File: src/design/sck_pkg.sv
`timescale 1ns / 1ps
`default_nettype none

package sck_pkg;

  // pending table entry: physical row, column, countdown
  typedef struct packed {
    logic [2:0] row;
    logic [4:0] col;
    logic [3:0] tick;
  } entry_t;

  localparam logic [3:0] TICK_RELEASING = 4'd1;
  localparam logic [3:0] TICK_PRESSED   = 4'd2;
  localparam logic [3:0] DELAY_MIN      = 4'd1;
  localparam logic [3:0] DELAY_MAX      = 4'd13;
  localparam logic [3:0] DELAY_RESET    = 4'd10;
  localparam logic [3:0] ROWS_RESET     = 4'd8;

  localparam logic REQ_SAMPLE = 1'b0;
  localparam logic REQ_TICK   = 1'b1;

  localparam logic EV_PRESS   = 1'b0;
  localparam logic EV_RELEASE = 1'b1;

  localparam logic REG_PRESS_DELAY = 1'b0;
  localparam logic REG_ROWS_IN_USE = 1'b1;

endpackage

`default_nettype wire

File: src/design/steno_chord_key_scanner.sv
`timescale 1ns / 1ps
`default_nettype none

// Steno chord key scanner.
// Input channel (in_valid/in_ready): one item is a key sample (row, col,
// released level) or an end-of-scan tick. Output channel (out_valid/out_ready):
// logical press/release events, "last" set on the final item an input causes;
// an input with no event gives one item with event_valid low and last high.
// Config channel (cfg_valid/cfg_ready, always ready): index 0 press delay,
// index 1 rows in use; write only while idle.
// The pending table lives in a single-port-write RAM with registered read.
// Each input walks it, reading and then checking each stored entry, with a
// setup and a finish step. A release that frees an entry adds a compaction
// pass that reads each entry behind it and writes it back one slot lower.
// One input is processed at a time; in_ready is high only when idle.
// Results go through an output register; a tick with several events keeps
// one held event and pushes the previous one out, so a stalled receiver
// stalls the table walk before any entry is modified.
// Reset (synchronous) empties the table by clearing its fill count, clears
// all key bitmaps and loads the default register values. No clearing pass.
module steno_chord_key_scanner
  import sck_pkg::*;
#(
  parameter int TABLE_DEPTH = 20,
  parameter int PHYS_ROWS   = 8,
  parameter int COLS        = 32
) (
  input  wire         clk,
  input  wire         rst,
  input  wire         in_valid,
  output logic        in_ready,
  input  wire         req_type,
  input  wire  [2:0]  phys_row,
  input  wire  [4:0]  col,
  input  wire         released,
  output logic        out_valid,
  input  wire         out_ready,
  output logic        event_valid,
  output logic        event_kind,
  output logic [3:0]  logical_row,
  output logic [4:0]  key_col,
  output logic        last,
  input  wire         cfg_valid,
  output logic        cfg_ready,
  input  wire         cfg_index,
  input  wire  [3:0]  cfg_data
);

  localparam int AW     = $clog2(TABLE_DEPTH);
  localparam int CW     = $clog2(TABLE_DEPTH + 1);
  localparam int KEYS   = PHYS_ROWS * COLS;
  localparam int LKEYS  = 2 * PHYS_ROWS * COLS;
  localparam int KEY_W  = $clog2(KEYS);
  localparam int LKEY_W = $clog2(LKEYS);

  typedef enum logic [9:0] {
    ST_IDLE  = 10'b0000000001,
    ST_T_RD  = 10'b0000000010,
    ST_T_CHK = 10'b0000000100,
    ST_S_RD  = 10'b0000001000,
    ST_S_CHK = 10'b0000010000,
    ST_S_ACT = 10'b0000100000,
    ST_S_WR2 = 10'b0001000000,
    ST_R_RD  = 10'b0010000000,
    ST_R_WR  = 10'b0100000000,
    ST_FIN   = 10'b1000000000
  } state_t;

  state_t state;

  // config registers
  logic [3:0] press_delay_ticks;
  logic [3:0] rows_in_use;

  // table RAM
  entry_t          mem [TABLE_DEPTH];
  entry_t          rdata;
  logic            mem_re;
  logic [AW-1:0]   mem_raddr;
  logic            mem_we;
  logic [AW-1:0]   mem_waddr;
  entry_t          mem_wdata;

  logic [CW-1:0]   count;
  logic [CW-1:0]   idx;

  // key bitmaps, flattened row-major
  logic [KEYS-1:0]  press_bits;
  logic [KEYS-1:0]  releasing_bits;
  logic [LKEYS-1:0] logical_pressed;

  // captured sample
  logic [2:0] s_row;
  logic [4:0] s_col;
  logic       s_up;

  // lookup results of the walk
  logic          f_self, f_up, f_dn;
  logic [AW-1:0] i_self, i_up, i_dn;
  logic [3:0]    t_up, t_dn;

  // chord partner for the second write
  logic [AW-1:0] part_idx;
  logic [2:0]    part_row;

  // held event
  logic       hold_valid;
  logic       hold_kind;
  logic [3:0] hold_row;
  logic [4:0] hold_col;

  // output register
  logic       res_valid;
  logic       res_ev;
  logic       res_kind;
  logic [3:0] res_row;
  logic [4:0] res_col;
  logic       res_last;

  function automatic logic [KEY_W-1:0] key_idx(input logic [3:0] r, input logic [4:0] c);
    key_idx = KEY_W'(int'(r) * COLS + int'(c));
  endfunction

  function automatic logic [LKEY_W-1:0] lkey_idx(input logic [3:0] r, input logic [4:0] c);
    lkey_idx = LKEY_W'(int'(r) * COLS + int'(c));
  endfunction

  // ---------------------------------------------------------------------
  // derived control
  logic [4:0]  eff_rows;
  logic        up_ok, dn_ok;
  logic        out_free;
  logic        in_ok;
  logic [3:0]  row_up, row_dn;
  logic [KEY_W-1:0] k_self, k_up, k_dn;
  logic        pb_self, rb_self;
  logic        act_rel, act_press;
  logic        rl_up, rl_dn;
  logic        ch_up, ch_dn, chord;
  logic [3:0]  lr_rel, lr_ch;
  logic        self_ok;
  logic [AW-1:0] self_addr;
  logic [3:0]  delay;
  logic        t_dec, t_emit, t_go;
  logic [3:0]  t_new;
  logic        idx_end;

  always_comb begin
    eff_rows = ({1'b0, rows_in_use} > 5'(PHYS_ROWS)) ? 5'(PHYS_ROWS) : {1'b0, rows_in_use};
    in_ok    = ({2'b00, phys_row} < eff_rows) && (int'(col) < COLS);
    row_up   = {1'b0, s_row} + 4'd1;
    row_dn   = {1'b0, s_row} - 4'd1;
    up_ok    = {1'b0, row_up} < eff_rows;
    dn_ok    = s_row != 3'd0;
    out_free = !res_valid || out_ready;
    idx_end  = idx == count;

    k_self  = key_idx({1'b0, s_row}, s_col);
    k_up    = key_idx(row_up, s_col);
    k_dn    = key_idx(row_dn, s_col);
    pb_self = press_bits[k_self];
    rb_self = releasing_bits[k_self];

    act_rel   = s_up && pb_self;
    act_press = !s_up && !pb_self && !rb_self;

    // release: chord partner from the logical map
    rl_up  = up_ok && logical_pressed[lkey_idx({s_row, 1'b1}, s_col)];
    rl_dn  = !rl_up && dn_ok && logical_pressed[lkey_idx({s_row, 1'b0} - 4'd1, s_col)];
    lr_rel = rl_up ? {s_row, 1'b1} : (rl_dn ? {s_row, 1'b0} - 4'd1 : {s_row, 1'b0});

    // press: chord partner still waiting in the table
    ch_up = up_ok && f_up && (t_up > TICK_PRESSED);
    ch_dn = !ch_up && dn_ok && f_dn && (t_dn > TICK_PRESSED);
    chord = ch_up || ch_dn;
    lr_ch = ch_up ? {s_row, 1'b1} : {s_row, 1'b0} - 4'd1;

    self_ok   = f_self || (int'(count) < TABLE_DEPTH);
    self_addr = f_self ? i_self : count[AW-1:0];

    if (press_delay_ticks == 4'd0) begin
      delay = DELAY_MIN;
    end else if (press_delay_ticks > DELAY_MAX) begin
      delay = DELAY_MAX;
    end else begin
      delay = press_delay_ticks;
    end

    // tick walk step
    t_dec  = rdata.tick > TICK_PRESSED;
    t_new  = rdata.tick - 4'd1;
    t_emit = t_dec && (t_new == TICK_PRESSED);
    t_go   = !(t_emit && hold_valid && !out_free);
  end

  // RAM port control
  always_comb begin
    mem_re    = 1'b0;
    mem_raddr = idx[AW-1:0];
    mem_we    = 1'b0;
    mem_waddr = idx[AW-1:0];
    mem_wdata = rdata;
    unique case (state)
      ST_T_RD, ST_S_RD, ST_R_RD: begin
        mem_re = !idx_end;
      end
      ST_T_CHK: begin
        mem_we    = t_dec && t_go;
        mem_wdata = '{row: rdata.row, col: rdata.col, tick: t_new};
      end
      ST_S_ACT: begin
        if (act_rel) begin
          if (!rb_self && rl_up && f_up) begin
            mem_we    = 1'b1;
            mem_waddr = i_up;
            mem_wdata = '{row: row_up[2:0], col: s_col, tick: TICK_RELEASING};
          end else if (!rb_self && rl_dn && f_dn) begin
            mem_we    = 1'b1;
            mem_waddr = i_dn;
            mem_wdata = '{row: row_dn[2:0], col: s_col, tick: TICK_RELEASING};
          end
        end else if (act_press) begin
          mem_we    = self_ok;
          mem_waddr = self_addr;
          mem_wdata = '{row: s_row, col: s_col,
                        tick: chord ? TICK_PRESSED : delay + TICK_PRESSED};
        end
      end
      ST_S_WR2: begin
        mem_we    = 1'b1;
        mem_waddr = part_idx;
        mem_wdata = '{row: part_row, col: s_col, tick: TICK_PRESSED};
      end
      ST_R_WR: begin
        mem_we    = 1'b1;
        mem_waddr = idx[AW-1:0] - AW'(1);
        mem_wdata = rdata;
      end
      default: begin
      end
    endcase
  end

  always_ff @(posedge clk) begin
    if (mem_we) begin
      mem[mem_waddr] <= mem_wdata;
    end
    if (mem_re) begin
      rdata <= mem[mem_raddr];
    end
  end

  // ---------------------------------------------------------------------
  // sequencer
  always_ff @(posedge clk) begin
    if (rst) begin
      state             <= ST_IDLE;
      press_delay_ticks <= DELAY_RESET;
      rows_in_use       <= ROWS_RESET;
      count             <= '0;
      idx               <= '0;
      press_bits        <= '0;
      releasing_bits    <= '0;
      logical_pressed   <= '0;
      hold_valid        <= 1'b0;
      res_valid         <= 1'b0;
      f_self            <= 1'b0;
      f_up              <= 1'b0;
      f_dn              <= 1'b0;
    end else begin
      if (cfg_valid && cfg_ready) begin
        if (cfg_index == REG_PRESS_DELAY) begin
          press_delay_ticks <= cfg_data;
        end else begin
          rows_in_use <= cfg_data;
        end
      end

      if (res_valid && out_ready) begin
        res_valid <= 1'b0;
      end

      unique case (state)
        ST_IDLE: begin
          if (in_valid) begin
            s_row      <= phys_row;
            s_col      <= col;
            s_up       <= released;
            idx        <= '0;
            hold_valid <= 1'b0;
            f_self     <= 1'b0;
            f_up       <= 1'b0;
            f_dn       <= 1'b0;
            if (req_type == REQ_TICK) begin
              state <= ST_T_RD;
            end else if (in_ok) begin
              state <= ST_S_RD;
            end else begin
              state <= ST_FIN;
            end
          end
        end

        ST_T_RD: begin
          state <= idx_end ? ST_FIN : ST_T_CHK;
        end

        ST_T_CHK: begin
          if (t_go) begin
            if (t_emit) begin
              logical_pressed[lkey_idx({rdata.row, 1'b0}, rdata.col)] <= 1'b1;
              if (hold_valid) begin
                // previous event leaves, this one is held
                res_valid <= 1'b1;
                res_ev    <= 1'b1;
                res_kind  <= hold_kind;
                res_row   <= hold_row;
                res_col   <= hold_col;
                res_last  <= 1'b0;
              end
              hold_valid <= 1'b1;
              hold_kind  <= EV_PRESS;
              hold_row   <= {rdata.row, 1'b0};
              hold_col   <= rdata.col;
            end
            idx   <= idx + CW'(1);
            state <= ST_T_RD;
          end
        end

        ST_S_RD: begin
          state <= idx_end ? ST_S_ACT : ST_S_CHK;
        end

        ST_S_CHK: begin
          if (!f_self && rdata.row == s_row && rdata.col == s_col) begin
            f_self <= 1'b1;
            i_self <= idx[AW-1:0];
          end
          if (!f_up && {1'b0, rdata.row} == row_up && rdata.col == s_col) begin
            f_up <= 1'b1;
            i_up <= idx[AW-1:0];
            t_up <= rdata.tick;
          end
          if (!f_dn && {1'b0, rdata.row} == row_dn && rdata.col == s_col) begin
            f_dn <= 1'b1;
            i_dn <= idx[AW-1:0];
            t_dn <= rdata.tick;
          end
          idx   <= idx + CW'(1);
          state <= ST_S_RD;
        end

        ST_S_ACT: begin
          state <= ST_FIN;
          if (act_rel) begin
            if (!rb_self) begin
              hold_valid <= 1'b1;
              hold_kind  <= EV_RELEASE;
              hold_row   <= lr_rel;
              hold_col   <= s_col;
              logical_pressed[lkey_idx(lr_rel, s_col)] <= 1'b0;
              if (rl_up) begin
                releasing_bits[k_up] <= 1'b1;
                press_bits[k_up]     <= 1'b1;
              end else if (rl_dn) begin
                releasing_bits[k_dn] <= 1'b1;
                press_bits[k_dn]     <= 1'b1;
              end
            end
            releasing_bits[k_self] <= 1'b0;
            press_bits[k_self]     <= 1'b0;
            if (f_self) begin
              idx   <= CW'(i_self) + CW'(1);
              state <= ST_R_RD;
            end
          end else if (act_press) begin
            if (self_ok && !f_self) begin
              count <= count + CW'(1);
            end
            if (chord) begin
              hold_valid <= 1'b1;
              hold_kind  <= EV_PRESS;
              hold_row   <= lr_ch;
              hold_col   <= s_col;
              logical_pressed[lkey_idx(lr_ch, s_col)] <= 1'b1;
              press_bits[k_self] <= 1'b1;
              if (ch_up) begin
                press_bits[k_up] <= 1'b1;
                part_idx         <= i_up;
                part_row         <= row_up[2:0];
              end else begin
                press_bits[k_dn] <= 1'b1;
                part_idx         <= i_dn;
                part_row         <= row_dn[2:0];
              end
              state <= ST_S_WR2;
            end else if (self_ok) begin
              press_bits[k_self] <= 1'b1;
            end
          end
        end

        ST_S_WR2: begin
          state <= ST_FIN;
        end

        // compaction: shift entries behind the removed one down by one
        ST_R_RD: begin
          if (idx_end) begin
            count <= count - CW'(1);
            state <= ST_FIN;
          end else begin
            state <= ST_R_WR;
          end
        end

        ST_R_WR: begin
          idx   <= idx + CW'(1);
          state <= ST_R_RD;
        end

        ST_FIN: begin
          if (out_free) begin
            res_valid  <= 1'b1;
            res_ev     <= hold_valid;
            res_kind   <= hold_valid ? hold_kind : EV_PRESS;
            res_row    <= hold_valid ? hold_row : 4'd0;
            res_col    <= hold_valid ? hold_col : 5'd0;
            res_last   <= 1'b1;
            hold_valid <= 1'b0;
            state      <= ST_IDLE;
          end
        end

        default: begin
          state <= ST_IDLE;
        end
      endcase
    end
  end

  assign in_ready    = state == ST_IDLE;
  assign cfg_ready   = 1'b1;
  assign out_valid   = res_valid;
  assign event_valid = res_ev;
  assign event_kind  = res_kind;
  assign logical_row = res_row;
  assign key_col     = res_col;
  assign last        = res_last;

endmodule

`default_nettype wire

File: config.mk
export PLATFORM = sky130hd
export DESIGN_NAME = steno_chord_key_scanner
export DESIGN_NICKNAME = d
export VERILOG_FILES = /design/src/design/sck_pkg.sv /design/src/design/steno_chord_key_scanner.sv
export SDC_FILE = /design/constraint.sdc
export NUM_CORES = 2
export LEC_CHECK = 0
export BUFFER_PORTS_ARGS = -buffer_cell sky130_fd_sc_hd__clkbuf_2
export CAP_MARGIN = 20
export CORE_ASPECT_RATIO = 1.75
export CORE_MARGIN = 4
export CORE_UTILIZATION = 45
export DETAILED_ROUTE_END_ITERATION = 6
export GPL_TIMING_DRIVEN = 1
export HOLD_SLACK_MARGIN = 0.05
export PLACE_DENSITY = 0.64
export SLEW_MARGIN = 30
export SYNTH_ARGS = -nofsm -noshare
export SYNTH_HDL_FRONTEND = slang
export SYNTH_SLANG_ARGS = --single-unit
export TNS_END_PERCENT = 30
File: constraint.sdc
create_clock -name clk -period 10.65 [get_ports clk]
set_clock_uncertainty 0.05 [all_clocks]
set_input_delay 1.065 -clock clk [delete_from_list [all_inputs] [get_ports clk]]
set_output_delay 1.065 -clock clk [all_outputs]
set_load 0.02 [all_outputs]
==> results.sh <==
export IMPL_drtAntennaViolNets=0
export IMPL_synth_fp_nets=5382
export IMPL_die_area_mm2=0.125
export IMPL_grt_max_degree=185
export IMPL_clockRootBuffer="clkbuf_16"
export IMPL_grt_first_pass_wirelength_mm=297
export IMPL_drt_total_wl_mm=202
export IMPL_fmax_mhz=138
export IMPL_critPathLaunchType="register"
export IMPL_worstMarginPinSlew_ns=1.16
export IMPL_fin_crit_sh=0.681
export IMPL_clk_pin_slew_ns=0.07
export IMPL_grt_usage=0.314
export IMPL_pin_count=35
export IMPL_slew_viol_final=0
export IMPL_drt_iter0_drc=5695
export IMPL_total_leakage_power_nw=18.2
export IMPL_violations="DRC"
export IMPL_clock_sinks=1115
export IMPL_vias_per_cell=6.93
export IMPL_synth_area_leaders="dfxtp_1 30%, edfxtp_1 18%, a211oi_1 7.8%, mux4_2 7.0%, a21oi_1 5.6%"
export IMPL_worstHoldPathType="reg -> reg"
export IMPL_coreArea_mm2=0.118
export IMPL_clock_latency_ns=0.75
export IMPL_cts_htree_levels=3
export IMPL_synth_edf_count=314
export IMPL_grt_ovfl_total=0
export IMPL_fin_crit_ns=7.25
export IMPL_synthArstFlopShare=0
export IMPL_cts_made_buffers=104
export IMPL_outcome="complete, but fails checks"
export IMPL_rsz0062_at_grt="no"
export IMPL_hold_slack_ns=0.407
export IMPL_drive_above_1_share=0.150
export IMPL_port_buffers=33
export IMPL_vdd_drop_max_mv=0.124
export IMPL_avgSynthCellArea_um2=10.0
export IMPL_post_cts_resized=0
export IMPL_worstPathMaxFanout=39
export IMPL_syn_instance_count=5344
export IMPL_hold_buffers=0
export IMPL_netlist_area_mm2=0.0535
export IMPL_worstSetupPathType="reg -> reg"
export IMPL_cts_tree="yes"
export IMPL_row_count=167
export IMPL_die_w_um=269
export IMPL_power_density_mw_per_mm2=164
export IMPL_yosysWarnings=0
export IMPL_final_setup_tns_ns=0
export IMPL_synth_flop_cell="dfxtp_1"
export IMPL_yosysTopAreaCell="dfxtp_1"
export IMPL_yosysTopAreaCellShare=0.300
export IMPL_ys_seq_area_frac=0.476
export IMPL_setup_viol=0
export IMPL_arrival_ns=7.55
export IMPL_num_nets_final=5134
export IMPL_wl_per_cell_um=30.1
export IMPL_first_pass_iters=7
export IMPL_yosys_register_bits=1115
export IMPL_clock_path_buffers=3
export IMPL_dp_hpwl_mm=131
export IMPL_antenna_found_initial=7
export IMPL_synth_cell_types=100
export IMPL_grt_pass1_vias=45091
export IMPL_area_delta_synth_final_pct=10.2
export IMPL_worstSetupEndpointType="register"
export IMPL_die_h_um=464
export IMPL_post_cts_setup_buffer_count=0
export IMPL_vias=46495
export IMPL_maxCapViolCount=0
export IMPL_crit_required_ns=10.95
export IMPL_drc=11
export IMPL_slew_headroom=0.224
export IMPL_place_gp_congestion=0.987
export IMPL_initial_utilization=0.453
export IMPL_hold_violations=0
-- stage by stage --
step           worst slack (ns)  std cells  utilization  total power, mW  instance area, um2
2_1_floorplan              5.28       5344            -             5.26               53500
3_3_place_gp               3.75       6505        0.465             5.68               54900
3_5_place_dp               3.72       6508        0.467             5.70               55200
4_1_cts                    3.72       6699        0.497             9.64               58800
5_1_grt                    3.35       6703        0.499             9.91               59000
6_report                   3.40       6705        0.499             9.68               59000
-- per-layer routing --
layer  up-vias  global-route usage  share of wire
li1      20225                   -              -
met5         -                   0        0.00011
met4         4               0.272           0.11
met1     22601               0.350           0.34
met3       981              0.0605          0.080
met2      2684               0.510           0.48
-- layout make-up --
cell class / instances / area [um2]
tap: 1521 / 1900
clock buffer: 140 / 2890
timing repair buffer: 218 / 1710
multi-input combinational: 3611 / 26100
clock inverter: 51 / 704
inverter: 46 / 173
antenna: 3 / 7.51
fill: 10584 / 59300
sequential: 1115 / 25500
-- power breakdown --
| group | internal (mW) | switching (mW) |
|---|---|---|
| logic | 0.311 | 0.999 |
| registers | 4.35 | 0.0124 |
| clock network | 2.26 | 1.76 |
-- cell usage in the layout (no fill, tap or decap), types with 22 or more instances in the layout --
master,n
o31ai_1,143
o211ai_1,27
and3_1,23
a22oi_1,82
o311ai_0,37
nor2_1,200
nor3_2,23
a31oi_1,170
nor3_1,111
clkbuf_2,32
edfxtp_1,314
or3_1,27
inv_1,38
dfxtp_1,799
mux4_2,167
clkbuf_1,23
o22ai_1,82
clkbuf_16,106
nor2_2,47
nor4_1,28
nor2b_1,22
a21o_1,28
buf_4,172
nand3_1,60
xnor2_1,22
mux2_2,41
mux2i_1,184
o21ai_0,321
a211oi_1,553
nand2_1,308
a21oi_1,595
-- sequential cells by signal, summed over array words and instances, names as in the netlist, 10 cells and up --
name and flops:
state 10, mem 240, releasing_bits 256, press_bits 256
rdata 12, logical_pressed 256
-- worst paths after layout --
check                                                   from                      endpoint  slack [ns]  cells after the start
worst max-delay path                      s_col[1]$_DFFE_PP_          mem[19][9]$_DFFE_PP_        3.40                     13
worst min-delay path            press_bits[129]$_SDFFE_PP0P_  press_bits[129]$_SDFFE_PP0P_        0.41                      2
worst max register to register            s_col[1]$_DFFE_PP_          mem[19][9]$_DFFE_PP_        3.40                     13
worst min register to register  press_bits[129]$_SDFFE_PP0P_  press_bits[129]$_SDFFE_PP0P_        0.41                      2
-- cell usage after synthesis (10+ instances only) --
library cell and number:
nor4_1 30, ha_1 17, o31ai_1 145, nor2_1 261, a211oi_1 553, nand2_1 313
mux2i_1 184, buf_6 17, nor3_1 138, dfxtp_1 801, o211ai_1 27, buf_1 34
nor3_2 13, mux2_2 41, a22oi_1 82, xnor2_1 22, o41ai_1 12, o311ai_0 38
o22ai_1 82, clkbuf_1 445, or3_1 27, and2_1 13, nand3_1 63, buf_2 59
edfxtp_1 314, nand2b_1 18, a21o_1 28, nor2b_1 24, a31oi_1 172, o21ai_0 324
or4_1 10, a21oi_1 599, nand4_1 11, o32ai_1 11, and3_1 23, mux4_2 167
inv_1 40
-- cells by family after synthesis --
kind of cell,Yosys count,synth area share
AOI/OAI and AO/OA,2164,0.259
DFF,1115,0.476
and+or+nand+nor,998,0.0891
buffers and inverters,618,0.0501
muxes,400,0.117
xor gates and xnor gates,30,0.00491
adders and majority gates,18,0.00435
other,1,0.0000701
-- critical path, cell delays in order, from the launching register on --
cell,delay [ns]
edfxtp_1,0.34
buf_4,0.50
buf_4,0.64
or3b_2,0.41
o22ai_1,0.15
nor4_1,0.87
nor2_1,0.14
a221oi_2,0.30
and4b_1,0.80
nand3_1,0.55
o21ai_0,0.32
a21oi_1,0.11
or3b_1,0.68
nor3b_2,0.91
Power figures use the tool's default switching activity.
